[config.mk]
export PLATFORM = sky130hd
export DESIGN_NAME = link_retry_and_refresh_scheduler
export DESIGN_NICKNAME = d
export VERILOG_FILES = /design/src/rtl/core/lrrs_pkg.sv /design/src/rtl/core/link_retry_and_refresh_scheduler.sv
export SDC_FILE = /design/constraint.sdc
export NUM_CORES = 1
export LEC_CHECK = 0
export CORE_MARGIN = 3
export CORE_UTILIZATION = 56
export CTS_CLUSTER_SIZE = 14
export DETAILED_ROUTE_END_ITERATION = 8
export DONT_BUFFER_PORTS = 1
export PLACE_DENSITY = 0.76
export SYNTH_ARGS = -nofsm -noshare
export SYNTH_HDL_FRONTEND = slang
export SYNTH_SLANG_ARGS = --single-unit
[constraint.sdc]
create_clock -name clk -period 9.3 [get_ports clk]
set_clock_uncertainty 0.2 [all_clocks]
set_input_delay 1.86 -clock clk [delete_from_list [all_inputs] [get_ports clk]]
set_output_delay 1.86 -clock clk [all_outputs]
set_load 0.1 [all_outputs]
[src/rtl/core/lrrs_pkg.sv]
// Package for the link retry and refresh scheduler.
// Holds field widths, beat layouts, register indexes and reset values.
// No dependencies.
`default_nettype none

package lrrs_pkg;

	localparam int TIME_W     = 32;
	localparam int LIMIT_W    = 4;
	localparam int SPAN_W     = 31;
	localparam int CFG_IDX_W  = 3;
	localparam int CFG_DATA_W = 32;

	// Slave beat: now_ms, link_up, attempt_link_up, random_offset, zero fill
	localparam int IN_DATA_W  = 72;
	localparam int IN_USER_W  = 1;
	// Master beat: five status flags, zero fill
	localparam int OUT_DATA_W = 8;

	localparam int IN_NOW_LSB  = 0;
	localparam int IN_LINK_BIT = 32;
	localparam int IN_ATT_BIT  = 33;
	localparam int IN_RND_LSB  = 34;

	localparam logic [CFG_IDX_W-1:0] REG_INITIAL_RETRY_INTERVAL = 3'd0;
	localparam logic [CFG_IDX_W-1:0] REG_INITIAL_RETRY_LIMIT    = 3'd1;
	localparam logic [CFG_IDX_W-1:0] REG_IDLE_INTERVAL_MIN      = 3'd2;
	localparam logic [CFG_IDX_W-1:0] REG_IDLE_INTERVAL_SPAN     = 3'd3;
	localparam logic [CFG_IDX_W-1:0] REG_REFRESH_INTERVAL       = 3'd4;
	localparam logic [CFG_IDX_W-1:0] REG_REFRESH_MIN_GAP        = 3'd5;

	localparam logic [TIME_W-1:0]  RST_INITIAL_RETRY_INTERVAL = 32'd60000;
	localparam logic [LIMIT_W-1:0] RST_INITIAL_RETRY_LIMIT    = 4'd10;
	localparam logic [TIME_W-1:0]  RST_IDLE_INTERVAL_MIN      = 32'd2400000;
	localparam logic [SPAN_W-1:0]  RST_IDLE_INTERVAL_SPAN     = 31'd1200000;
	localparam logic [TIME_W-1:0]  RST_REFRESH_INTERVAL       = 32'd3600000;
	localparam logic [TIME_W-1:0]  RST_REFRESH_MIN_GAP        = 32'd60000;

	localparam logic [LIMIT_W-1:0] RETRY_COUNT_MAX = '1;

endpackage

`default_nettype wire

[src/rtl/core/link_retry_and_refresh_scheduler.sv]
// Top level of the link retry and refresh scheduler.
// Uses lrrs_pkg for widths, beat layout, register indexes and reset values.
// Holds the input register, the decision logic, the scheduler state and the result register.
`default_nettype none

// One poll beat in gives one result beat out. A beat is captured in an input
// register, evaluated against the scheduler state by a single pass of
// subtract/compare logic, and the result lands in an output register
// while the state updates on the same edge, so a new beat is taken every
// cycle when the master side is not stalling: one beat per cycle sustained,
// with stalls on the master side holding the pipe.
// tuser on the slave side carries the action (0 poll, 1 restart into the
// initial phase). All time differences wrap modulo 2^32. Configuration is
// written through cfg_we/cfg_index/cfg_data; the user must do so only while no
// beat is in flight, which the block does not enforce; indexes 6 and 7 are ignored.
module link_retry_and_refresh_scheduler (
	input  wire                                  clk,
	input  wire                                  arst_n,
	// configuration write port
	input  wire                                  cfg_we,
	input  wire [lrrs_pkg::CFG_IDX_W-1:0]        cfg_index,
	input  wire [lrrs_pkg::CFG_DATA_W-1:0]       cfg_data,
	// poll stream
	input  wire                                  s_tvalid,
	output logic                                 s_tready,
	// [31:0] now_ms, [32] link_up, [33] attempt_link_up,
	// [65:34] random_offset, [71:66] zero
	input  wire [lrrs_pkg::IN_DATA_W-1:0]        s_tdata,
	// [0] action
	input  wire [lrrs_pkg::IN_USER_W-1:0]        s_tuser,
	// result stream
	output logic                                 m_tvalid,
	input  wire                                  m_tready,
	// [0] attempt_issued, [1] is_online, [2] in_idle_phase,
	// [3] refresh_issued, [4] refresh_throttled, [7:5] zero
	output logic [lrrs_pkg::OUT_DATA_W-1:0]      m_tdata
);
	import lrrs_pkg::*;

	// configuration registers
	logic [TIME_W-1:0]  init_ivl_q;
	logic [LIMIT_W-1:0] init_limit_q;
	logic [TIME_W-1:0]  idle_min_q;
	logic [SPAN_W-1:0]  idle_span_q;
	logic [TIME_W-1:0]  refresh_ivl_q;
	logic [TIME_W-1:0]  refresh_gap_q;

	// scheduler state
	logic               online_q;
	logic               idle_phase_q;
	logic [LIMIT_W-1:0] failed_q;
	logic [TIME_W-1:0]  last_retry_q;
	logic [TIME_W-1:0]  idle_ivl_q;
	logic [TIME_W-1:0]  last_refresh_q;
	logic [TIME_W-1:0]  last_try_q;
	logic               try_valid_q;

	// input register
	logic               valid_s1;
	logic               restart_s1;
	logic [TIME_W-1:0]  now_s1;
	logic               link_s1;
	logic               att_link_s1;
	logic [TIME_W-1:0]  rnd_s1;

	logic advance;

	// The input stage moves on when the output register is empty or drains now.
	assign advance  = valid_s1 && (!m_tvalid || m_tready);
	assign s_tready = !valid_s1 || advance;

	always_ff @(posedge clk or negedge arst_n) begin
		if (!arst_n) begin
			init_ivl_q    <= RST_INITIAL_RETRY_INTERVAL;
			init_limit_q  <= RST_INITIAL_RETRY_LIMIT;
			idle_min_q    <= RST_IDLE_INTERVAL_MIN;
			idle_span_q   <= RST_IDLE_INTERVAL_SPAN;
			refresh_ivl_q <= RST_REFRESH_INTERVAL;
			refresh_gap_q <= RST_REFRESH_MIN_GAP;
		end else if (cfg_we) begin
			unique case (cfg_index)
				REG_INITIAL_RETRY_INTERVAL: init_ivl_q    <= cfg_data[TIME_W-1:0];
				REG_INITIAL_RETRY_LIMIT:    init_limit_q  <= cfg_data[LIMIT_W-1:0];
				REG_IDLE_INTERVAL_MIN:      idle_min_q    <= cfg_data[TIME_W-1:0];
				REG_IDLE_INTERVAL_SPAN:     idle_span_q   <= cfg_data[SPAN_W-1:0];
				REG_REFRESH_INTERVAL:       refresh_ivl_q <= cfg_data[TIME_W-1:0];
				REG_REFRESH_MIN_GAP:        refresh_gap_q <= cfg_data[TIME_W-1:0];
				default: ; // drop writes outside the register list
			endcase
		end
	end

	// Capture the poll beat.
	always_ff @(posedge clk or negedge arst_n) begin
		if (!arst_n) begin
			valid_s1 <= 1'b0;
		end else if (s_tready) begin
			valid_s1 <= s_tvalid;
		end
	end

	always_ff @(posedge clk) begin
		if (s_tvalid && s_tready) begin
			restart_s1  <= s_tuser[0];
			now_s1      <= s_tdata[IN_NOW_LSB +: TIME_W];
			link_s1     <= s_tdata[IN_LINK_BIT];
			att_link_s1 <= s_tdata[IN_ATT_BIT];
			rnd_s1      <= s_tdata[IN_RND_LSB +: TIME_W];
		end
	end

	// Decision logic
	logic               online_d;
	logic               idle_phase_d;
	logic [LIMIT_W-1:0] failed_d;
	logic [LIMIT_W-1:0] failed_inc;
	logic [TIME_W-1:0]  last_retry_d;
	logic [TIME_W-1:0]  idle_ivl_d;
	logic [TIME_W-1:0]  last_refresh_d;
	logic [TIME_W-1:0]  last_try_d;
	logic               try_valid_d;
	logic               attempt;
	logic               refresh;
	logic               throttled;

	logic [TIME_W-1:0]  retry_ivl;
	logic [TIME_W-1:0]  since_retry;
	logic [TIME_W-1:0]  span_top;
	logic [TIME_W-1:0]  rnd_off;
	logic [TIME_W:0]    idle_sum;
	logic [TIME_W-1:0]  idle_draw;
	logic [TIME_W-1:0]  ref_base;
	logic               ref_valid;
	logic [TIME_W-1:0]  since_refresh;
	logic [TIME_W-1:0]  since_try;

	always_comb begin
		// fresh idle interval: min + min(rnd, span-1), or min alone when span is 0, saturated
		span_top = {1'b0, idle_span_q} - TIME_W'(1);
		if (idle_span_q == '0) begin
			rnd_off = '0;
		end else begin
			rnd_off = (rnd_s1 < span_top) ? rnd_s1 : span_top;
		end
		idle_sum  = {1'b0, idle_min_q} + {1'b0, rnd_off};
		idle_draw = idle_sum[TIME_W] ? '1 : idle_sum[TIME_W-1:0];

		retry_ivl   = idle_phase_q ? idle_ivl_q : init_ivl_q;
		since_retry = now_s1 - last_retry_q;
		failed_inc  = (failed_q == RETRY_COUNT_MAX) ? failed_q : failed_q + LIMIT_W'(1);

		// refresh bookkeeping restarts when the link has just come up
		ref_base      = online_q ? last_refresh_q : '0;
		ref_valid     = online_q && try_valid_q;
		since_refresh = now_s1 - ref_base;
		since_try     = now_s1 - last_try_q;

		online_d       = online_q;
		idle_phase_d   = idle_phase_q;
		failed_d       = failed_q;
		last_retry_d   = last_retry_q;
		idle_ivl_d     = idle_ivl_q;
		last_refresh_d = last_refresh_q;
		last_try_d     = last_try_q;
		try_valid_d    = try_valid_q;
		attempt        = 1'b0;
		refresh        = 1'b0;
		throttled      = 1'b0;

		if (restart_s1) begin
			idle_phase_d = 1'b0;
			failed_d     = '0;
			last_retry_d = '0;
		end else begin
			online_d = link_s1;
			if (!link_s1 && since_retry >= retry_ivl) begin
				attempt      = 1'b1;
				last_retry_d = now_s1;
				online_d     = att_link_s1;
				if (!att_link_s1) begin
					if (!idle_phase_q) begin
						failed_d = failed_inc;
						if (failed_inc >= init_limit_q) begin
							idle_phase_d = 1'b1;
							idle_ivl_d   = idle_draw;
						end
					end else begin
						idle_ivl_d = idle_draw;
					end
				end
			end
			if (online_d) begin
				last_refresh_d = ref_base;
				try_valid_d    = ref_valid;
				if (since_refresh >= refresh_ivl_q) begin
					if (ref_valid && since_try < refresh_gap_q) begin
						throttled = 1'b1;
					end else begin
						refresh        = 1'b1;
						last_try_d     = now_s1;
						try_valid_d    = 1'b1;
						last_refresh_d = now_s1;
					end
				end
			end
		end
	end

	// Commit state as the beat leaves the input register.
	always_ff @(posedge clk or negedge arst_n) begin
		if (!arst_n) begin
			online_q       <= 1'b0;
			idle_phase_q   <= 1'b0;
			failed_q       <= '0;
			last_retry_q   <= '0;
			idle_ivl_q     <= RST_IDLE_INTERVAL_MIN;
			last_refresh_q <= '0;
			last_try_q     <= '0;
			try_valid_q    <= 1'b0;
		end else if (advance) begin
			online_q       <= online_d;
			idle_phase_q   <= idle_phase_d;
			failed_q       <= failed_d;
			last_retry_q   <= last_retry_d;
			idle_ivl_q     <= idle_ivl_d;
			last_refresh_q <= last_refresh_d;
			last_try_q     <= last_try_d;
			try_valid_q    <= try_valid_d;
		end
	end

	// Result register: hold until taken.
	always_ff @(posedge clk or negedge arst_n) begin
		if (!arst_n) begin
			m_tvalid <= 1'b0;
		end else if (advance) begin
			m_tvalid <= 1'b1;
		end else if (m_tready) begin
			m_tvalid <= 1'b0;
		end
	end

	always_ff @(posedge clk) begin
		if (advance) begin
			m_tdata <= {{(OUT_DATA_W-5){1'b0}}, throttled, refresh, idle_phase_d,
				online_d, attempt};
		end
	end

endmodule

`default_nettype wire
==> results of run 1 <==
## layer usage
metal  wire, um  vias up  track usage
li1           -     8832            -
met1      26400     8869        0.333
met2      27000      476        0.414
met3       3220      116       0.0466
met4       1750        2       0.0780
met5         13        -            0
## sequential cells by signal, summed over array words and instances, names as in the netlist, 4 cells and up
name	cells
init_ivl_q	32
refresh_ivl_q	32
m_tdata	5
idle_ivl_q	32
last_retry_q	32
now_s1	32
rnd_s1	32
init_limit_q	4
idle_span_q	31
last_try_q	32
refresh_gap_q	32
failed_q	4
idle_min_q	32
last_refresh_q	32
## worst reg2reg max path: stages, from the launching register on
cell,delay [ns]
dfrtp_1,0.42
or3_1,0.42
nor4_4,0.33
nand3_1,0.24
nand2b_1,0.31
or3_1,0.42
xor2_1,0.17
ha_1,0.31
nand2_1,0.06
or4b_1,0.64
or3_1,0.37
a211oi_1,0.37
nor3_4,0.16
mux2i_1,0.20
nor2_1,0.08
ha_1,0.23
fa_1,0.42
a21o_1,0.21
a21oi_2,0.21
o211ai_2,0.13
a2111oi_2,0.55
o32a_2,0.34
o2111a_1,0.28
o31ai_2,0.09
nand2_1,0.75
a31oi_1,0.20
## path summary, 6_finish.rpt
check,endpoint,depth (start not counted)
worst max-delay path,idle_ivl_q[16],25
min in group asynchronous,last_refresh_q[5],0
worst min-delay path,m_tvalid,1
worst max register to register,idle_ivl_q[16],25
max in group asynchronous,idle_ivl_q[21],0
worst min register to register,m_tvalid,1
## report_power, final
part           leakage, nW  internal [mW]  switching, mW
logic                 6.72           1.69           2.11
clock network        0.755           1.10          0.693
registers             4.31           2.14          0.302
total                 11.8           4.93           3.10
## kinds of logic after synthesis
family | synth area share
flops | 0.395
mux | 0.0997
fa+ha+maj | 0.134
simple gates | 0.113
other cells | 0.000152
compound gates | 0.162
xor+xnor | 0.0483
buf+inv | 0.0481
## cell type report
class	count	area share
inverters	214	0.0301
clock buffers	59	0.0492
diodes	1	0.0000937
well taps	585	0.0274
clock inverters	19	0.00796
multi-input cells	1810	0.516
flip-flops and latches	372	0.364
repair buffers	15	0.00468
## cell usage in the layout, fill, tap and decap left out, types with 33 or more instances in the layout
| cell | instances |
|---|---|
| nand3_1 | 34 |
| nor3_1 | 37 |
| a21o_1 | 97 |
| dfstp_2 | 51 |
| mux2_2 | 132 |
| nor2_1 | 91 |
| xnor2_1 | 93 |
| clkbuf_16 | 49 |
| a31oi_1 | 43 |
| inv_1 | 214 |
| or2_2 | 36 |
| ha_1 | 258 |
| o21ai_0 | 91 |
| dfrtp_1 | 248 |
| nand2_1 | 210 |
| nand4_1 | 33 |
| edfxtp_1 | 72 |
| a21oi_1 | 200 |
| xor2_1 | 43 |
| mux2i_1 | 95 |
## through the flow
stage / hold WS [ns] / instances / area [sq um] / total power [mW] / setup WS (ns)
after global placement: 0.264 / 2996 / 25200 / 6.03 / 1.27
after detailed placement: 0.281 / 2996 / 25200 / 6.19 / 1.06
after CTS: 0.297 / 3074 / 26700 / 8.04 / 1.04
after floorplan: 0.250 / 2481 / 24700 / 5.36 / 2.76
final: 0.291 / 3075 / 26700 / 8.04 / 1.02
after global routing: 0.318 / 3074 / 26700 / 8.67 / 0.493
==> metrics.txt, run 1 <==
R2R Setup Slk 1.02 ns; multi-input logic area between 10000 and 15000 sq um; Worst Hold Launch valid_s1; share of layout cells above drive strength 1 0.136; first-pass GRT wire length 94600 um; H-tree depth 2; Synth Area per Inst slightly below 10 sq um; Slew headroom 0.242; Post-CTS Repair Setup Buffers 0; Core Area 43300 sq um; cts hold-fix bufs 0; number of synthesis warnings 0; CP Launch Point idle_span_q[2]; number of placed I/O pins between 100 and 150; Final nets 2830; VDD IR-drop max 0.000180 V; # DRC 0; Least-Margin Pin Slew roughly 1.1 ns; crit-path leading delay family simple AND/OR/NAND/NOR gates; Synth Instances between 2k and 2.5k; top cell type's share of synthesized area 0.253; Hold/Removal Path Class reg2reg; Critical Path End Type flip-flop; sequential share of the synthesized area 0.395; HPWL after detailed placement 43000 um; clk root buf clkbuf_16; most common cell in the synthesized netlist ha_1; Routed Wire Length around 58000 um; Yosys top cell by area dfrtp_1; die height 216 um; initial antenna violation count 3; Post-Syn Area approximately 25000 sq um; antenna viol nets, final 0; CTS clk-pin slew, worst paths 0.06 ns; Clk Latency, worst-skew pair between 0.5 and 0.6 ns; Synth area leaders dfrtp_1, ha_1, edfxtp_1; setup TNS 0 ns; layout filler cell count 3466; CTS tree done; Max-cap violations 0; Global Route Usage Sum 0.250; grt ovf 0; RR Startpoint idle_span_q[2]; EDFF count, synth 72; slowest cell on the critical path nand2_1; crit path DAT 8.47 ns; RSZ-0062 raised after global routing false; Clock Path Buffers 3; Initial DRT Pass Iterations 6; # port buffers 0; vias in the first global route 18.4k; Layout Utilization 0.617; minimum clock period 8.28 ns; RePlAce Congestion 0.901; TritonCTS Sinks 372; count of cell types in the netlist 89; Seq cells post-synth ~370; Final Max Slew Viols 0; FF+latch area 9730 sq um; Fin. Hold Viols 0; Worst Path Max Fanout 30; num rows 76; most common library cells after synthesis ha_1, dfrtp_1, inv_1; Post-CTS Resized 0; share of synthesized registers carrying an async set or reset 0.806; status finished, final reports clean; Layout area overhead 8.32%; DR vias 18.3k; Worst Path Required 9.49 ns; Pleak 11.8 nW; 1st-iter DRT viols 1189; die width approximately 220 um; Final setup viols 0; PD cells 301 nW/um^2; most used cell, CP or3_1; DR WL/cell 19.0 um; Via density 5.95; Post-synth top flop dfrtp_1; CP Class reg2reg; largest net degree at the start of global routing between 300 and 400; CTS buffer count 42; Tcrit/Tclk final 0.890; Buf/Inv on CP 0; initial cell density of the core 0.570; CP Launch Type flip-flop; maximum clock frequency 121 MHz; Die Area 46600 sq um; slowest stage delay, CP 0.75 ns
No activity file was read; power rests on OpenSTA's default activity.
==> run 2, diff against run 1 <==
GPL_TIMING_DRIVEN = 0   (was default)
==> metrics.txt, run 2 (synthesized netlist as in run 1, its figures left out) <==
Pleak 11.8 nW; Post-CTS Repair Setup Buffers 0; Gate power share 0.478; H-tree depth 2; num rows 76; RR Startpoint idle_span_q[21]; 1st-iter DRT viols around 1.3k; Final nets 2902; clk root buf clkbuf_16; Buf/Inv on CP 2; first-pass GRT wire length 99000 um; Final Max Slew Viols 0; commonest non-fill, non-tap cell in the layout ha_1; R2R Setup Slk 0.86 ns; DR vias 18.8k; Worst Path Required 9.53 ns; Final setup viols 0; minimum clock period 8.44 ns; Core Area between 40000 and 50000 sq um; Sw Share 0.392; layout filler cell count 3429; Clk Latency, worst-skew pair 0.57 ns; Hold/Removal Path Class reg2reg; Area after DPL approximately 25000 sq um; vias in the first global route 19.2k; RSZ-0062 raised after global routing false; Routed Wire Length 62300 um; TritonCTS Sinks 372; Clock Path Buffers 3; switching power 3.16 mW; Global Route Usage Sum 0.264; commonest non-fill, non-tap cells in the layout ha_1, dfrtp_1, inv_1; CTS buffer count between 40 and 50; maximum clock frequency approximately 120 MHz; Slew headroom 0.176; reg2reg end idle_ivl_q[23]; depth of the worst hold-timing path 2; Worst Hold Launch try_valid_q; clock network power share 0.219; Initial DRT Pass Iterations 6; FF+latch area 9730 sq um; DR WL/cell 19.8 um; CTS clk-pin slew, worst paths 0.06 ns; Worst Path Max Fanout 10; setup TNS 0 ns; CTS tree done; Sequential Power Share 0.303; # DRC 0; antenna viol nets, final 0; count of cells along the worst register-to-register path 27; PD cells 300 nW/um^2; Die Area 46600 sq um; CP Launch Type flip-flop; post-route cell area 26900 sq um; grt ovf 0; Int Power a little under 5 mW; number of placed I/O pins 123; die height 216 um; initial cell density of the core 0.570; largest net degree at the start of global routing 301; crit path DAT 8.67 ns; die width 216 um; Max-cap violations 0; Via density 5.96; Tcrit/Tclk final 0.908; status finished, final reports clean; Post-CTS Resized 0; share of layout cells above drive strength 1 0.128; HPWL after detailed placement 47000 um; cts hold-fix bufs 0; CP Class reg2reg; crit-path leading delay family simple AND/OR/NAND/NOR gates; Layout area overhead 9.14%; initial antenna violation count 4; slowest cell on the critical path or4b_1; slowest stage delay, CP approximately 0.65 ns; Least-Margin Pin Slew 1.23 ns; # port buffers 0; VDD IR-drop max around 0.00019 V; Critical Path End Type flip-flop; Hold Path Sink try_valid_q; multi-input logic area 13800 sq um; RePlAce Congestion 0.955; Fin. Hold Viols 0
[run 2: layer usage]
| layer | track usage | share of wire | vias to the layer above |
|---|---|---|---|
| met5 | 0 | 0.00035 | - |
| met4 | 0.105 | 0.041 | 4 |
| met3 | 0.0339 | 0.050 | 139 |
| met2 | 0.462 | 0.48 | 562 |
| met1 | 0.334 | 0.43 | 9054 |
| li1 | - | - | 8995 |
[run 2: per-stage QoR]
step	util	power [mW]	hold WS [ns]	setup WS, ns	cells
final	0.622	8.07	0.280	0.856	3147
after CTS	0.622	8.05	0.288	0.881	3146
after global routing	0.622	8.67	0.312	0.506	3146
after detailed placement	0.588	6.23	0.274	0.902	3067
after global placement	0.587	6.06	0.266	0.974	3066
after floorplan	-	5.36	0.250	2.76	2481
[run 2: worst register-to-register path, stage by stage, from the launching register on]
cell	delay [ns]
dfrtp_1	0.40
nor4_1	0.37
nand2b_1	0.17
nor4_1	0.53
nand2b_1	0.30
or3_1	0.42
xor2_1	0.17
ha_1	0.30
nand2_1	0.06
or4b_1	0.65
or3_1	0.40
a211oi_1	0.44
nor3_2	0.22
clkbuf_1	0.33
mux2i_1	0.23
nor2_1	0.10
ha_1	0.26
fa_1	0.41
a21o_1	0.21
a21oi_2	0.20
o211ai_2	0.13
a2111oi_2	0.55
o32a_2	0.34
o2111a_1	0.28
o31ai_2	0.09
nand2_1	0.17
buf_2	0.25
a31oi_1	0.11
[run 2: layout make-up]
class / instances / share of cell area
inverter: 214 / 0.0298
clock inverter: 23 / 0.00865
tap: 585 / 0.0272
antenna: 1 / 0.0000930
buffer: 85 / 0.0143
clock buffer: 56 / 0.0465
timing repair buffer: 1 / 0.000744
sequential: 372 / 0.362
multi-input combinational: 1810 / 0.511
[run 2: power by group through the flow]
stage / clock network (mW) / registers, mW / logic, mW
after global routing: 1.86 / 2.49 / 4.31
final: 1.77 / 2.44 / 3.86
after floorplan: 0 / 2.36 / 3.00
after global placement: 0 / 2.44 / 3.62
after CTS: 1.80 / 2.44 / 3.82
after detailed placement: 0 / 2.45 / 3.78
[run 2: worst max-delay path by stage]
stage | startpoint | end | cells past startpoint
after floorplan | idle_span_q[5] | idle_ivl_q[13] | 27
after global placement | idle_span_q[18] | idle_ivl_q[28] | 27
after detailed placement | idle_span_q[21] | idle_ivl_q[27] | 27
after CTS | idle_span_q[21] | idle_ivl_q[27] | 27
after global routing | idle_span_q[2] | idle_ivl_q[28] | 29
final | idle_span_q[21] | idle_ivl_q[23] | 27
